`config.mk`:
```
export PLATFORM = sky130hd
export DESIGN_NAME = array_priority_queue
export DESIGN_NICKNAME = d
export VERILOG_FILES = /design/src/rtl/apq_pkg.sv /design/src/rtl/apq_ram.sv /design/src/rtl/apq_ctrl.sv /design/src/rtl/apq_dp.sv /design/src/rtl/array_priority_queue.sv
export SDC_FILE = /design/constraint.sdc
export NUM_CORES = 1
export LEC_CHECK = 0
export BUFFER_PORTS_ARGS = -buffer_cell sky130_fd_sc_hd__clkbuf_2
export CORE_ASPECT_RATIO = 0.5
export CORE_UTILIZATION = 26
export CTS_BUF_LIST = sky130_fd_sc_hd__clkbuf_8
export DETAILED_ROUTE_END_ITERATION = 10
export HOLD_SLACK_MARGIN = 0.15
export PLACE_DENSITY = 0.45
export SYNTH_ARGS = -nofsm -noshare
export SYNTH_HDL_FRONTEND = slang
export SYNTH_SLANG_ARGS = --single-unit
```
`constraint.sdc`:
```
create_clock -name clk -period 10.1 [get_ports clk]
set_input_delay 1.515 -clock clk [delete_from_list [all_inputs] [get_ports clk]]
set_output_delay 1.515 -clock clk [all_outputs]
set_load 0.05 [all_outputs]
```
`src/rtl/apq_pkg.sv`:
```
// Shared types and codes for the array priority queue.
package apq_pkg;

  typedef enum logic [1:0] {
    KIND_INSERT = 2'd0,
    KIND_PEEK   = 2'd1,
    KIND_REMOVE = 2'd2
  } kind_t;

  typedef enum logic [1:0] {
    STAT_OK    = 2'd0,
    STAT_FULL  = 2'd1,
    STAT_EMPTY = 2'd2
  } status_t;

  typedef enum logic [2:0] {
    S_IDLE,
    S_SCAN,
    S_SHIFT_START,
    S_SHIFT,
    S_RESP
  } state_t;

  typedef struct packed {
    logic [15:0] prio;
    logic [31:0] elem;
  } entry_t;

  typedef struct packed {
    logic    st_load;
    status_t st_code;
    logic    ins_write;
    logic    scan_begin;
    logic    scan_step;
    logic    shift_begin;
    logic    shift_step;
    logic    dec_count;
    logic    resp_load;
  } apq_cmd_t;

  typedef struct packed {
    logic count_zero;
    logic count_full;
    logic scan_last;
    logic best_last;
    logic out_busy;
  } apq_stat_t;

endpackage

```
`src/rtl/apq_ram.sv`:
```
// Generic single-write, single-read RAM with registered read data.
module apq_ram #(
  parameter int WIDTH = 48,
  parameter int DEPTH = 8
) (
  input  logic                     clk,
  input  logic                     we,
  input  logic [$clog2(DEPTH)-1:0] waddr,
  input  logic [WIDTH-1:0]         wdata,
  input  logic [$clog2(DEPTH)-1:0] raddr,
  output logic [WIDTH-1:0]         rdata
);

  logic [WIDTH-1:0] mem [DEPTH];

  always_ff @(posedge clk) begin
    if (we) begin
      mem[waddr] <= wdata;
    end
    rdata <= mem[raddr];
  end

endmodule

```
`src/rtl/apq_ctrl.sv`:
```
// Controller state machine for the array priority queue.
module apq_ctrl
  import apq_pkg::*;
(
  input  logic      clk,
  input  logic      rst,
  input  logic      s_tvalid,
  output logic      s_tready,
  input  logic [1:0] s_tuser,
  input  apq_stat_t stat,
  output apq_cmd_t  cmd
);

  state_t state, state_next;
  logic   remove_op, remove_op_next;

  always_ff @(posedge clk) begin
    if (rst) begin
      state     <= S_IDLE;
      remove_op <= 1'b0;
    end else begin
      state     <= state_next;
      remove_op <= remove_op_next;
    end
  end

  always_comb begin
    state_next     = state;
    remove_op_next = remove_op;
    cmd            = '0;
    cmd.st_code    = STAT_OK;
    s_tready       = 1'b0;
    unique case (state)
      S_IDLE: begin
        s_tready = 1'b1;
        if (s_tvalid) begin
          cmd.st_load    = 1'b1;
          remove_op_next = (kind_t'(s_tuser) == KIND_REMOVE);
          state_next     = S_RESP;
          unique case (kind_t'(s_tuser))
            KIND_INSERT: begin
              if (stat.count_full) begin
                cmd.st_code = STAT_FULL;
              end else begin
                cmd.ins_write = 1'b1;
              end
            end
            KIND_PEEK, KIND_REMOVE: begin
              if (stat.count_zero) begin
                cmd.st_code = STAT_EMPTY;
              end else begin
                cmd.scan_begin = 1'b1;
                state_next     = S_SCAN;
              end
            end
            default: begin
            end
          endcase
        end
      end
      S_SCAN: begin
        cmd.scan_step = 1'b1;
        if (stat.scan_last) begin
          state_next = remove_op ? S_SHIFT_START : S_RESP;
        end
      end
      S_SHIFT_START: begin
        if (stat.best_last) begin
          cmd.dec_count = 1'b1;
          state_next    = S_RESP;
        end else begin
          cmd.shift_begin = 1'b1;
          state_next      = S_SHIFT;
        end
      end
      S_SHIFT: begin
        cmd.shift_step = 1'b1;
        if (stat.scan_last) begin
          cmd.dec_count = 1'b1;
          state_next    = S_RESP;
        end
      end
      S_RESP: begin
        if (!stat.out_busy) begin
          cmd.resp_load = 1'b1;
          state_next    = S_IDLE;
        end
      end
      default: begin
        state_next = S_IDLE;
      end
    endcase
  end

endmodule

```
`src/rtl/apq_dp.sv`:
```
// Datapath: entry store, scan compare, shift pointer, result register.
module apq_dp
  import apq_pkg::*;
#(
  parameter int CAPACITY = 8
) (
  input  logic        clk,
  input  logic        rst,
  input  logic [47:0] s_tdata,
  input  apq_cmd_t    cmd,
  output apq_stat_t   stat,
  output logic        m_tvalid,
  input  logic        m_tready,
  output logic [55:0] m_tdata,
  output logic [1:0]  m_tuser,
  input  logic        cfg_valid,
  output logic        cfg_ready,
  input  logic        cfg_data
);

  localparam int AW = $clog2(CAPACITY);
  localparam int CW = $clog2(CAPACITY + 1);

  logic [CW-1:0] count;
  logic [AW-1:0] ptr;
  logic [AW-1:0] best_idx;
  entry_t        best;
  logic          serve_smallest;
  logic          found;
  status_t       res_status;

  logic          we;
  logic [AW-1:0] waddr;
  entry_t        wdata;
  logic [AW-1:0] raddr;
  entry_t        rdata;
  logic          better;
  logic [CW-1:0] last_idx;

  logic [31:0]   out_elem;
  logic [15:0]   out_prio;
  logic [3:0]    out_occ;
  status_t       out_status;

  apq_ram #(
    .WIDTH ($bits(entry_t)),
    .DEPTH (CAPACITY)
  ) u_ram (
    .clk   (clk),
    .we    (we),
    .waddr (waddr),
    .wdata (wdata),
    .raddr (raddr),
    .rdata (rdata)
  );

  assign cfg_ready = 1'b1;
  assign last_idx  = count - CW'(1);

  always_comb begin
    we    = cmd.ins_write | cmd.shift_step;
    waddr = cmd.ins_write ? count[AW-1:0] : (ptr - AW'(1));
    wdata = cmd.ins_write ? entry_t'(s_tdata) : rdata;
    priority if (cmd.scan_begin) begin
      raddr = '0;
    end else if (cmd.shift_begin) begin
      raddr = best_idx + AW'(1);
    end else begin
      raddr = ptr + AW'(1);
    end
    better = serve_smallest ? (rdata.prio < best.prio) : (rdata.prio > best.prio);
  end

  assign stat.count_zero = (count == '0);
  assign stat.count_full = (count == CW'(CAPACITY));
  assign stat.scan_last  = (CW'(ptr) == last_idx);
  assign stat.best_last  = (CW'(best_idx) == last_idx);
  assign stat.out_busy   = m_tvalid & ~m_tready;

  always_ff @(posedge clk) begin
    if (rst) begin
      count          <= '0;
      serve_smallest <= 1'b0;
      m_tvalid       <= 1'b0;
    end else begin
      if (cfg_valid) begin
        serve_smallest <= cfg_data;
      end
      if (cmd.ins_write) begin
        count <= count + CW'(1);
      end else if (cmd.dec_count) begin
        count <= count - CW'(1);
      end
      if (cmd.resp_load) begin
        m_tvalid <= 1'b1;
      end else if (m_tready) begin
        m_tvalid <= 1'b0;
      end
    end
  end

  always_ff @(posedge clk) begin
    if (cmd.st_load) begin
      res_status <= cmd.st_code;
      found      <= cmd.scan_begin;
    end
    if (cmd.scan_begin || cmd.shift_begin || cmd.scan_step || cmd.shift_step) begin
      ptr <= raddr;
    end
    if (cmd.scan_step && ((ptr == '0) || better)) begin
      best     <= rdata;
      best_idx <= ptr;
    end
    if (cmd.resp_load) begin
      out_status <= res_status;
      out_elem   <= found ? best.elem : 32'd0;
      out_prio   <= found ? best.prio : 16'd0;
      out_occ    <= 4'(count);
    end
  end

  assign m_tdata = {4'd0, out_occ, out_prio, out_elem};
  assign m_tuser = out_status;

endmodule

```
`src/rtl/array_priority_queue.sv`:
```
// Top level of the array priority queue: controller, datapath and port wiring.
// An insert, a rejected operation or an unused kind goes from accept straight
// to the result without a search. A peek reads every stored entry, and a
// remove then also shifts down the entries after the one it found: the entry
// RAM has one read port, so the search reads one entry a cycle and the shift
// after a remove moves one entry a cycle. The next item is taken once the
// result is in the output register, even while it still waits to be taken.
module array_priority_queue
  import apq_pkg::*;
#(
  parameter int CAPACITY = 8
) (
  input  logic        clk,
  input  logic        rst,
  input  logic        s_tvalid,
  output logic        s_tready,
  input  logic [47:0] s_tdata,   // element_value[31:0], priority_value[47:32]
  input  logic [1:0]  s_tuser,   // kind[1:0]
  output logic        m_tvalid,
  input  logic        m_tready,
  output logic [55:0] m_tdata,   // found_element[31:0], found_priority[47:32],
                                 // occupancy[51:48], zero[55:52]
  output logic [1:0]  m_tuser,   // status[1:0]
  input  logic        cfg_valid,
  output logic        cfg_ready,
  input  logic        cfg_data   // serve_smallest
);

  apq_cmd_t  cmd;
  apq_stat_t stat;

  apq_ctrl u_ctrl (
    .clk      (clk),
    .rst      (rst),
    .s_tvalid (s_tvalid),
    .s_tready (s_tready),
    .s_tuser  (s_tuser),
    .stat     (stat),
    .cmd      (cmd)
  );

  apq_dp #(
    .CAPACITY (CAPACITY)
  ) u_dp (
    .clk       (clk),
    .rst       (rst),
    .s_tdata   (s_tdata),
    .cmd       (cmd),
    .stat      (stat),
    .m_tvalid  (m_tvalid),
    .m_tready  (m_tready),
    .m_tdata   (m_tdata),
    .m_tuser   (m_tuser),
    .cfg_valid (cfg_valid),
    .cfg_ready (cfg_ready),
    .cfg_data  (cfg_data)
  );

endmodule
```
==> out/results.txt, run 1 <==
Final Cycle Share = 57.1%
Syn Area/Cell = 14.6 sq um
Root Buffer = clkbuf_8
First DRT Iteration DRCs = 929
Rows = 74
Bufs on Longest Clock Path = 3
Die Ht = 206 um
Die W = 410 um
IO buf count = 111
Slowest cell on crit path = buf_4
Antenna violations before repair = 0
Final TNS setup = 0 ns
Min Hold Slack = 0.419 ns
Max-slew violations = 0
Worst-Skew Late Latency = 0.67 ns
Min-Delay Path Depth = 0
R2R setup slack = 4.33 ns
Vias = 12700
Post-Synthesis Cells = 1488
Cell repeated most along the worst path = buf_4
Critical path buffer and inverter count = 4
Worst Reg2Reg Path Length in Cells = 13
CORE AREA = 82000 sq um
Post-Synth XOR/XNOR Area = 0.404%
# diodes = 0
Combinational family with the most area after synthesis = simple AND/OR/NAND/NOR gates
Max-slew headroom = 27.4%
Synth unique cells = 58
Commonest cells in the netlist = edfxtp_1, nand2_1, nand3_1
Sequential fraction of the synthesis area = 73.9%
Clk sink count = 553
Placed cells = 2624
First-pass GRT wire length = 81400 um
P_leak = 8.59 nW
Kind of critical path = reg -> reg
H-tree depth = 3
Non-filler cells, final = 2792
Placer congestion estimate = 0.725
Unrepaired setup endpoints after global routing = no
EDFF count, synth = 495
Synth warn = 0
Clk_skew = 0.0286 ns
CP cell instances = inv_1 > ha_1 > xor2_1 > or4_1 > a211oi_1 > nor4_4 > buf_4 > inv_4 > ha_4 > nor3_4 > buf_4 > a22oi_1 > a32oi_1
RR Endpoint = u_dp.u_ram.rdata[21]
Top cells by area, synth = edfxtp_1, dfxtp_1, nand2_1, mux2_1, nand3_1
Reg-to-reg startpoint = u_dp.count[0]
Num CTS Buffers = 90
Post-synth ARST share = 0%
Max-Cap Viols = 0
Routed wire length = 54700 um
Share of the synthesized area in the top cell type = 68.6%
Clk pin slew, worst setup/hold paths = 0.06 ns
Adder-cell share of the synthesized area = 1.39%
CP delay by family, top = buffers and inverters
Top-count cell post-synth = edfxtp_1
Largest net degree at the start of global routing = 77
P&R area growth vs syn = 16.4%
Max Freq = 173 MHz
Die ar. = 84600 sq um
Outcome = complete, but fails checks
Worst EP required = 10.68 ns
Final Net Count = 1694
Mapped cell area = 21700 sq um
Register bit count reported by yosys = 553
Worst Path Max Fanout = 76
Post-Synth Simple-Gate Area = 10.9%
Cell Pwr Density = 213 nW/um^2
Fin area = 25200 sq um
Final setup viols = 0
DRC = 4
CP Data Arrival Time = 6.35 ns
Vias in the first global route = 12500
Initial Util = 26.4%
Initial DRT Pass Iterations = 8
Routed len/inst = 19.6 um
Hold Path Origin = u_dp.res_status[1]
Post-route antenna net violation count = 0
Post_cts resized = 0
Type of the tightest min-delay check = reg -> reg
Post-DP Area = 23500 sq um
Ports = 117
Cell taking the most area after synthesis = edfxtp_1
Post-synthesis compound-gate area fraction = 8.15%
CP max stage delay = 0.86 ns
Ratio of cells with drive above 1 in the final layout = 19.6%
Top FF cell, synth = edfxtp_1
GR Overflow Total = 0
Mux share of post-synthesis cell area = 2.78%
Dpl hpwl = 28400 um
Total Routing Usage GR = 12.8%
Hold EP = u_dp.m_tuser[1]
Setup Buffers After CTS = 0
CTS tree = done
Peak VDD IR = 0.0838 mV
Least-Margin Pin Slew = 1.09 ns
Failing checks = design-rule violations
Min Tclk post-route = 5.77 ns
Cts hold-fix bufs = 0
Via density = 4.53
Final Hold Viols = 0
Total Power = 5.39 mW
Startpoint types = flip-flop
CP Capture Type = flip-flop
[per-layer routing]
metal | vias to the layer above | share of wire [%] | track usage (%)
li1 | 5900 | - | -
met1 | 6391 | 46 | 17.2
met2 | 276 | 47 | 20.8
met3 | 86 | 4.5 | 2.43
met4 | 0 | 2.4 | 4.36
met5 | - | 0 | 0
[worst max-delay path by stage]
stage                              from              endpoint  slack, ns  cells past startpoint
after floorplan           u_dp.best[41]          u_dp.best[0]       3.94                      8
after global placement    u_dp.count[0]  u_dp.u_ram.rdata[16]       4.37                     13
after detailed placement  u_dp.count[0]  u_dp.u_ram.rdata[36]       4.23                     13
after CTS                 u_dp.count[0]  u_dp.u_ram.rdata[36]       4.22                     13
after global routing      u_dp.count[0]  u_dp.u_ram.rdata[15]       3.77                     13
final                     u_dp.count[0]  u_dp.u_ram.rdata[21]       4.33                     13
[state kept, by name (all words and copies together), names as in the netlist, 2 cells and up]
register          flops
u_ctrl.state          3
u_dp.best            48
u_dp.best_idx         3
u_dp.count            4
u_dp.m_tuser          2
u_dp.out_elem        32
u_dp.out_occ          4
u_dp.out_prio        16
u_dp.ptr              3
u_dp.res_status       2
u_dp.u_ram.mem      384
u_dp.u_ram.rdata     48
[cell families after synthesis]
kind of cell / Yosys count
AO/OA/AOI/OAI: 241
multiplexers: 54
AND/OR/NAND/NOR: 475
flip-flops: 553
adder cells (fa/ha/maj): 24
XOR/XNOR: 10
other: 2
buffers and inverters: 129
[worst register-to-register path: stages, from the launching register on]
cell	delay, ns
dfxtp_1	0.63
inv_1	0.09
ha_1	0.34
xor2_1	0.22
or4_1	0.54
a211oi_1	0.38
nor4_4	0.08
buf_4	0.27
inv_4	0.49
ha_4	0.50
nor3_4	0.81
buf_4	0.88
a22oi_1	0.26
a32oi_1	0.21
[metrics by stage]
step	worst slack, ns	util [%]
CTS	4.22	30.8
finish	4.33	30.8
global route	3.77	30.8
floorplan	3.94	-
detailed placement	4.23	28.6
global placement	4.37	28.6
[final cells by class]
| type | count | area, sq um |
|---|---|---|
| multi-input cells | 809 | 5260 |
| clock buffers | 105 | 1450 |
| flip-flops and latches | 553 | 16000 |
| repair buffers | 134 | 728 |
| inverters | 26 | 100 |
| clock inverters | 63 | 303 |
| fillers | 8255 | 56800 |
| well taps | 1102 | 1380 |
[power breakdown]
part           switching (mW)  internal, mW  total [mW]
Clock                   0.895         0.975        1.87
Combinational           0.518         0.197       0.714
Sequential             0.0677          2.74        2.80
Total                    1.48          3.91        5.39
[layout by cell type (no fill, tap or decap), types with 47 or more instances in the layout]
cell and count:
a32oi_1 48, nand2_1 213, a21oi_1 59, nor3b_1 50, a22oi_1 49, edfxtp_1 495
dfxtp_1 58, and2_1 50, clkbuf_2 111, inv_1 64, a31o_2 49, nand3_1 104
mux2_1 47, clkbuf_8 105
Power figures use the tool's default switching activity.
==> inputs of run 2 (changes only) <==
ABC_AREA = 1   (was not set)
PLACE_DENSITY = 0.46   (was 0.45)
clock period = 5.2 ns   (was 10.1 ns; I/O delays follow)
==> out/results.txt, run 2 <==
GR Overflow Total = 0 (unchanged)
CORE AREA = 90800 sq um (+11%)
Commonest cells in the netlist = nand2_1, edfxtp_1, inv_1
Synth unique cells = 34 (-41%)
Final setup viols = 0 (unchanged)
Vias in the first global route = 15500 (+24%)
Cts hold-fix bufs = 0 (unchanged)
Worst EP required = 5.82 ns (-4.86 ns)
Max-slew headroom = 26.7% (-0.65 points)
Ratio of cells with drive above 1 in the final layout = 11.9% (-7.7 points)
IO buf count = 111 (unchanged)
Top FF cell, synth = edfxtp_1
Synth warn = 0 (unchanged)
Sequential Area = 16000 sq um (unchanged)
Post-synth ARST share = 0% (unchanged)
Vias = 15800 (+25%)
DRC = 0 (-4)
Ports = 117 (unchanged)
Biggest regs = u_dp.u_ram.mem (384), u_dp.best (48), u_dp.u_ram.rdata (48)
Top cells by area, synth = edfxtp_1, nand2_1, inv_1, nand3_1, dfxtp_1
Final Cycle Share = 70.9% (+14 points)
Dpl hpwl = 32600 um (+15%)
First DRT Iteration DRCs = 1141 (+23%)
Top-count cell post-synth = nand2_1
Antenna violations before repair = 2 (+2)
Outcome = finished clean
Least-Margin Pin Slew = 1.10 ns (+0.0124 ns)
Sequential fraction of the synthesis area = 67.1% (-6.8 points)
Final setup margin = 1.51 ns (-2.82 ns)
Max-slew violations = 0 (unchanged)
Most frequent cells in the layout = nand2_1, edfxtp_1, inv_1
Post-Synth Simple-Gate Area = 20.9% (+10 points)
P&R area growth vs syn = 15.5%
Placer congestion estimate = 0.756 (+4.2%)
Clk_skew = 0.0258 ns (-0.00282 ns)
Post-route antenna net violation count = 0 (unchanged)
Final Net Count = 2509 (+48%)
Worst-Skew Late Latency = 0.70 ns (+0.03 ns)
Largest Register = u_dp.u_ram.mem
CP Data Arrival Time = 4.30 ns (-2.05 ns)
Post-Synthesis Cells = 2303 (+55%)
Post_cts resized = 0 (unchanged)
Commonest non-fill, non-tap cell in the layout = nand2_1
Min Hold Slack = 0.360 ns (-0.0588 ns)
Final TNS setup = 0 ns (unchanged)
Total Power = 10.7 mW (+99%)
Routed wire length = 64200 um (+17%)
H-tree depth = 3 (unchanged)
Mux share of post-synthesis cell area = 0% (-2.8 points)
Reg-to-reg startpoint = u_dp.count[0]
Die W = 431 um (+4.9%)
Fin area = 27600 sq um (+9.3%)
First-pass GRT wire length = 97200 um (+19%)
Num CTS Buffers = 93 (+3.3%)
Register bit count reported by yosys = 553 (unchanged)
Post-DP Area = 25800 sq um (+10%)
Total Routing Usage GR = 13.8% (+1.0 points)
Clk sink count = 553 (unchanged)
Setup WS pre-CTS = 1.36 ns (-2.87 ns)
Max Freq = 271 MHz (+56%)
Initial DRT Pass Iterations = 7 (-1)
Setup Buffers After CTS = 0 (unchanged)
Cell taking the most area after synthesis = edfxtp_1
EDFF count, synth = 495 (unchanged)
Worst Path Max Fanout = 49 (-36%)
Startpoint types = flip-flop
Post-synthesis compound-gate area fraction = 0.843% (-7.3 points)
Unrepaired setup endpoints after global routing = no
Via density = 4.28 (-5.6%)
Routed len/inst = 17.3 um (-12%)
Die Ht = 216 um (+4.9%)
Die ar. = 93100 sq um (+10%)
Kind of critical path = reg -> reg
Min Tclk post-route = 3.69 ns (-2.08 ns)
CTS tree = done
Worst Reg2Reg Path Length in Cells = 17 (+4)
R2R setup slack = 1.51 ns (-2.82 ns)
Adder-cell share of the synthesized area = 1.26% (-0.13 points)
Combinational family with the most area after synthesis = simple AND/OR/NAND/NOR gates
Cell Pwr Density = 389 nW/um^2 (+82%)
Root Buffer = clkbuf_8
CP startpoint = u_dp.count[0]
Share of the synthesized area in the top cell type = 62.2% (-6.3 points)
Initial Util = 26.3% (-0.11 points)
Rows = 78 (+5.4%)
Final Hold Viols = 0 (unchanged)
Syn Area/Cell = 10.4 sq um (-29%)
Clk pin slew, worst setup/hold paths = 0.06 ns (about the same)
Post-Synth XOR/XNOR Area = 0.183% (-0.22 points)
Largest net degree at the start of global routing = 193 (+150%)
CP Capture Type = flip-flop
Max-Cap Viols = 0 (unchanged)
P_leak = 12.2 nW (+42%)
Peak VDD IR = 0.155 mV (+84%)
Critical Path End = u_dp.u_ram.rdata[35]
Max FFs per register = 384 (unchanged)
Number of fillers in the final layout = 9400 (+14%)
Area used by multi-input combinational logic = 5680 sq um (+8.0%)
Bufs on Longest Clock Path = 3 (unchanged)
Type of the tightest min-delay check = in -> reg
RR Endpoint = u_dp.u_ram.rdata[35]
Mapped cell area = 23900 sq um (+10%)
==> run 2: cell types whose count changed in the layout (fill, tap and decap cells not counted), moves of 46 or more <==
cell / before / now
a22oi_1: 49 / 0
nand4_1: 3 / 49
a31o_2: 49 / 0
nand3_1: 104 / 299
and2_1: 50 / 0
nor3b_1: 50 / 0
nand2_1: 213 / 680
a32oi_1: 48 / 0
mux2_1: 47 / 0
inv_1: 64 / 472
==> run 2: cell type report <==
class	instances	area share (%)
multi-input combinational	1195	20.6
inverter	440	5.99
tap	1200	5.44
clock buffer	107	5.34
clock inverter	60	0.989
sequential	553	58.1
timing repair buffer	146	3.56
antenna	2	0.0181
==> run 2: worst max-delay path, cell delays in order (launching register included) <==
cell	delay [ns]
dfxtp_1	0.48
inv_2	0.10
ha_1	0.36
inv_1	0.09
nand2_1	0.05
nand2_1	0.09
nor2_4	0.05
nand3_4	0.10
nand2_4	0.10
nand2_4	0.10
buf_4	0.71
nand3_4	0.48
buf_4	0.47
nand2_1	0.13
nand3_1	0.08
nand2_1	0.09
nand2_1	0.05
nand2_1	0.10
==> run 2: metal layers <==
metal	vias up	part of all wire, %	GRT usage, %
met4	0	2.6	4.61
met1	7709	47	18.7
li1	7712	-	-
met5	-	0	0
met3	125	3.7	2.20
met2	300	46	22.6
==> run 2: power breakdown <==
group / switching, mW / total [mW] / internal (mW)
sequential: 0.125 / 5.45 / 5.32
combinational: 1.21 / 1.59 / 0.377
clock: 1.82 / 3.70 / 1.88
==> run 2: kinds of logic after synthesis <==
logic type      after synthesis
simple gates               1123
buf+inv                     558
flops                       553
compound gates               38
fa+ha+maj                    24
xor+xnor                      5
other cells                   2
==> run 2: worst min-delay path by stage <==
stage                     slack (ns)             endpoint  cells after the start                from
after CTS                       0.30  u_dp.serve_smallest                      3            cfg_data
after global placement          0.41      u_dp.m_tuser[1]                      0  u_dp.res_status[1]
after global routing            0.33  u_dp.serve_smallest                      3            cfg_data
final                           0.36  u_dp.serve_smallest                      3            cfg_data
after floorplan                 0.40      u_dp.m_tuser[0]                      0  u_dp.res_status[0]
after detailed placement        0.40      u_dp.m_tuser[0]                      0  u_dp.res_status[0]
==> run 2: per-stage QoR <==
| step | utilization (%) | instances |
|---|---|---|
| after floorplan | - | 2306 |
| after global placement | 28.5 | 3534 |
| after detailed placement | 28.5 | 3534 |
| after CTS | 30.4 | 3701 |
| after global routing | 30.4 | 3702 |
| final | 30.4 | 3703 |
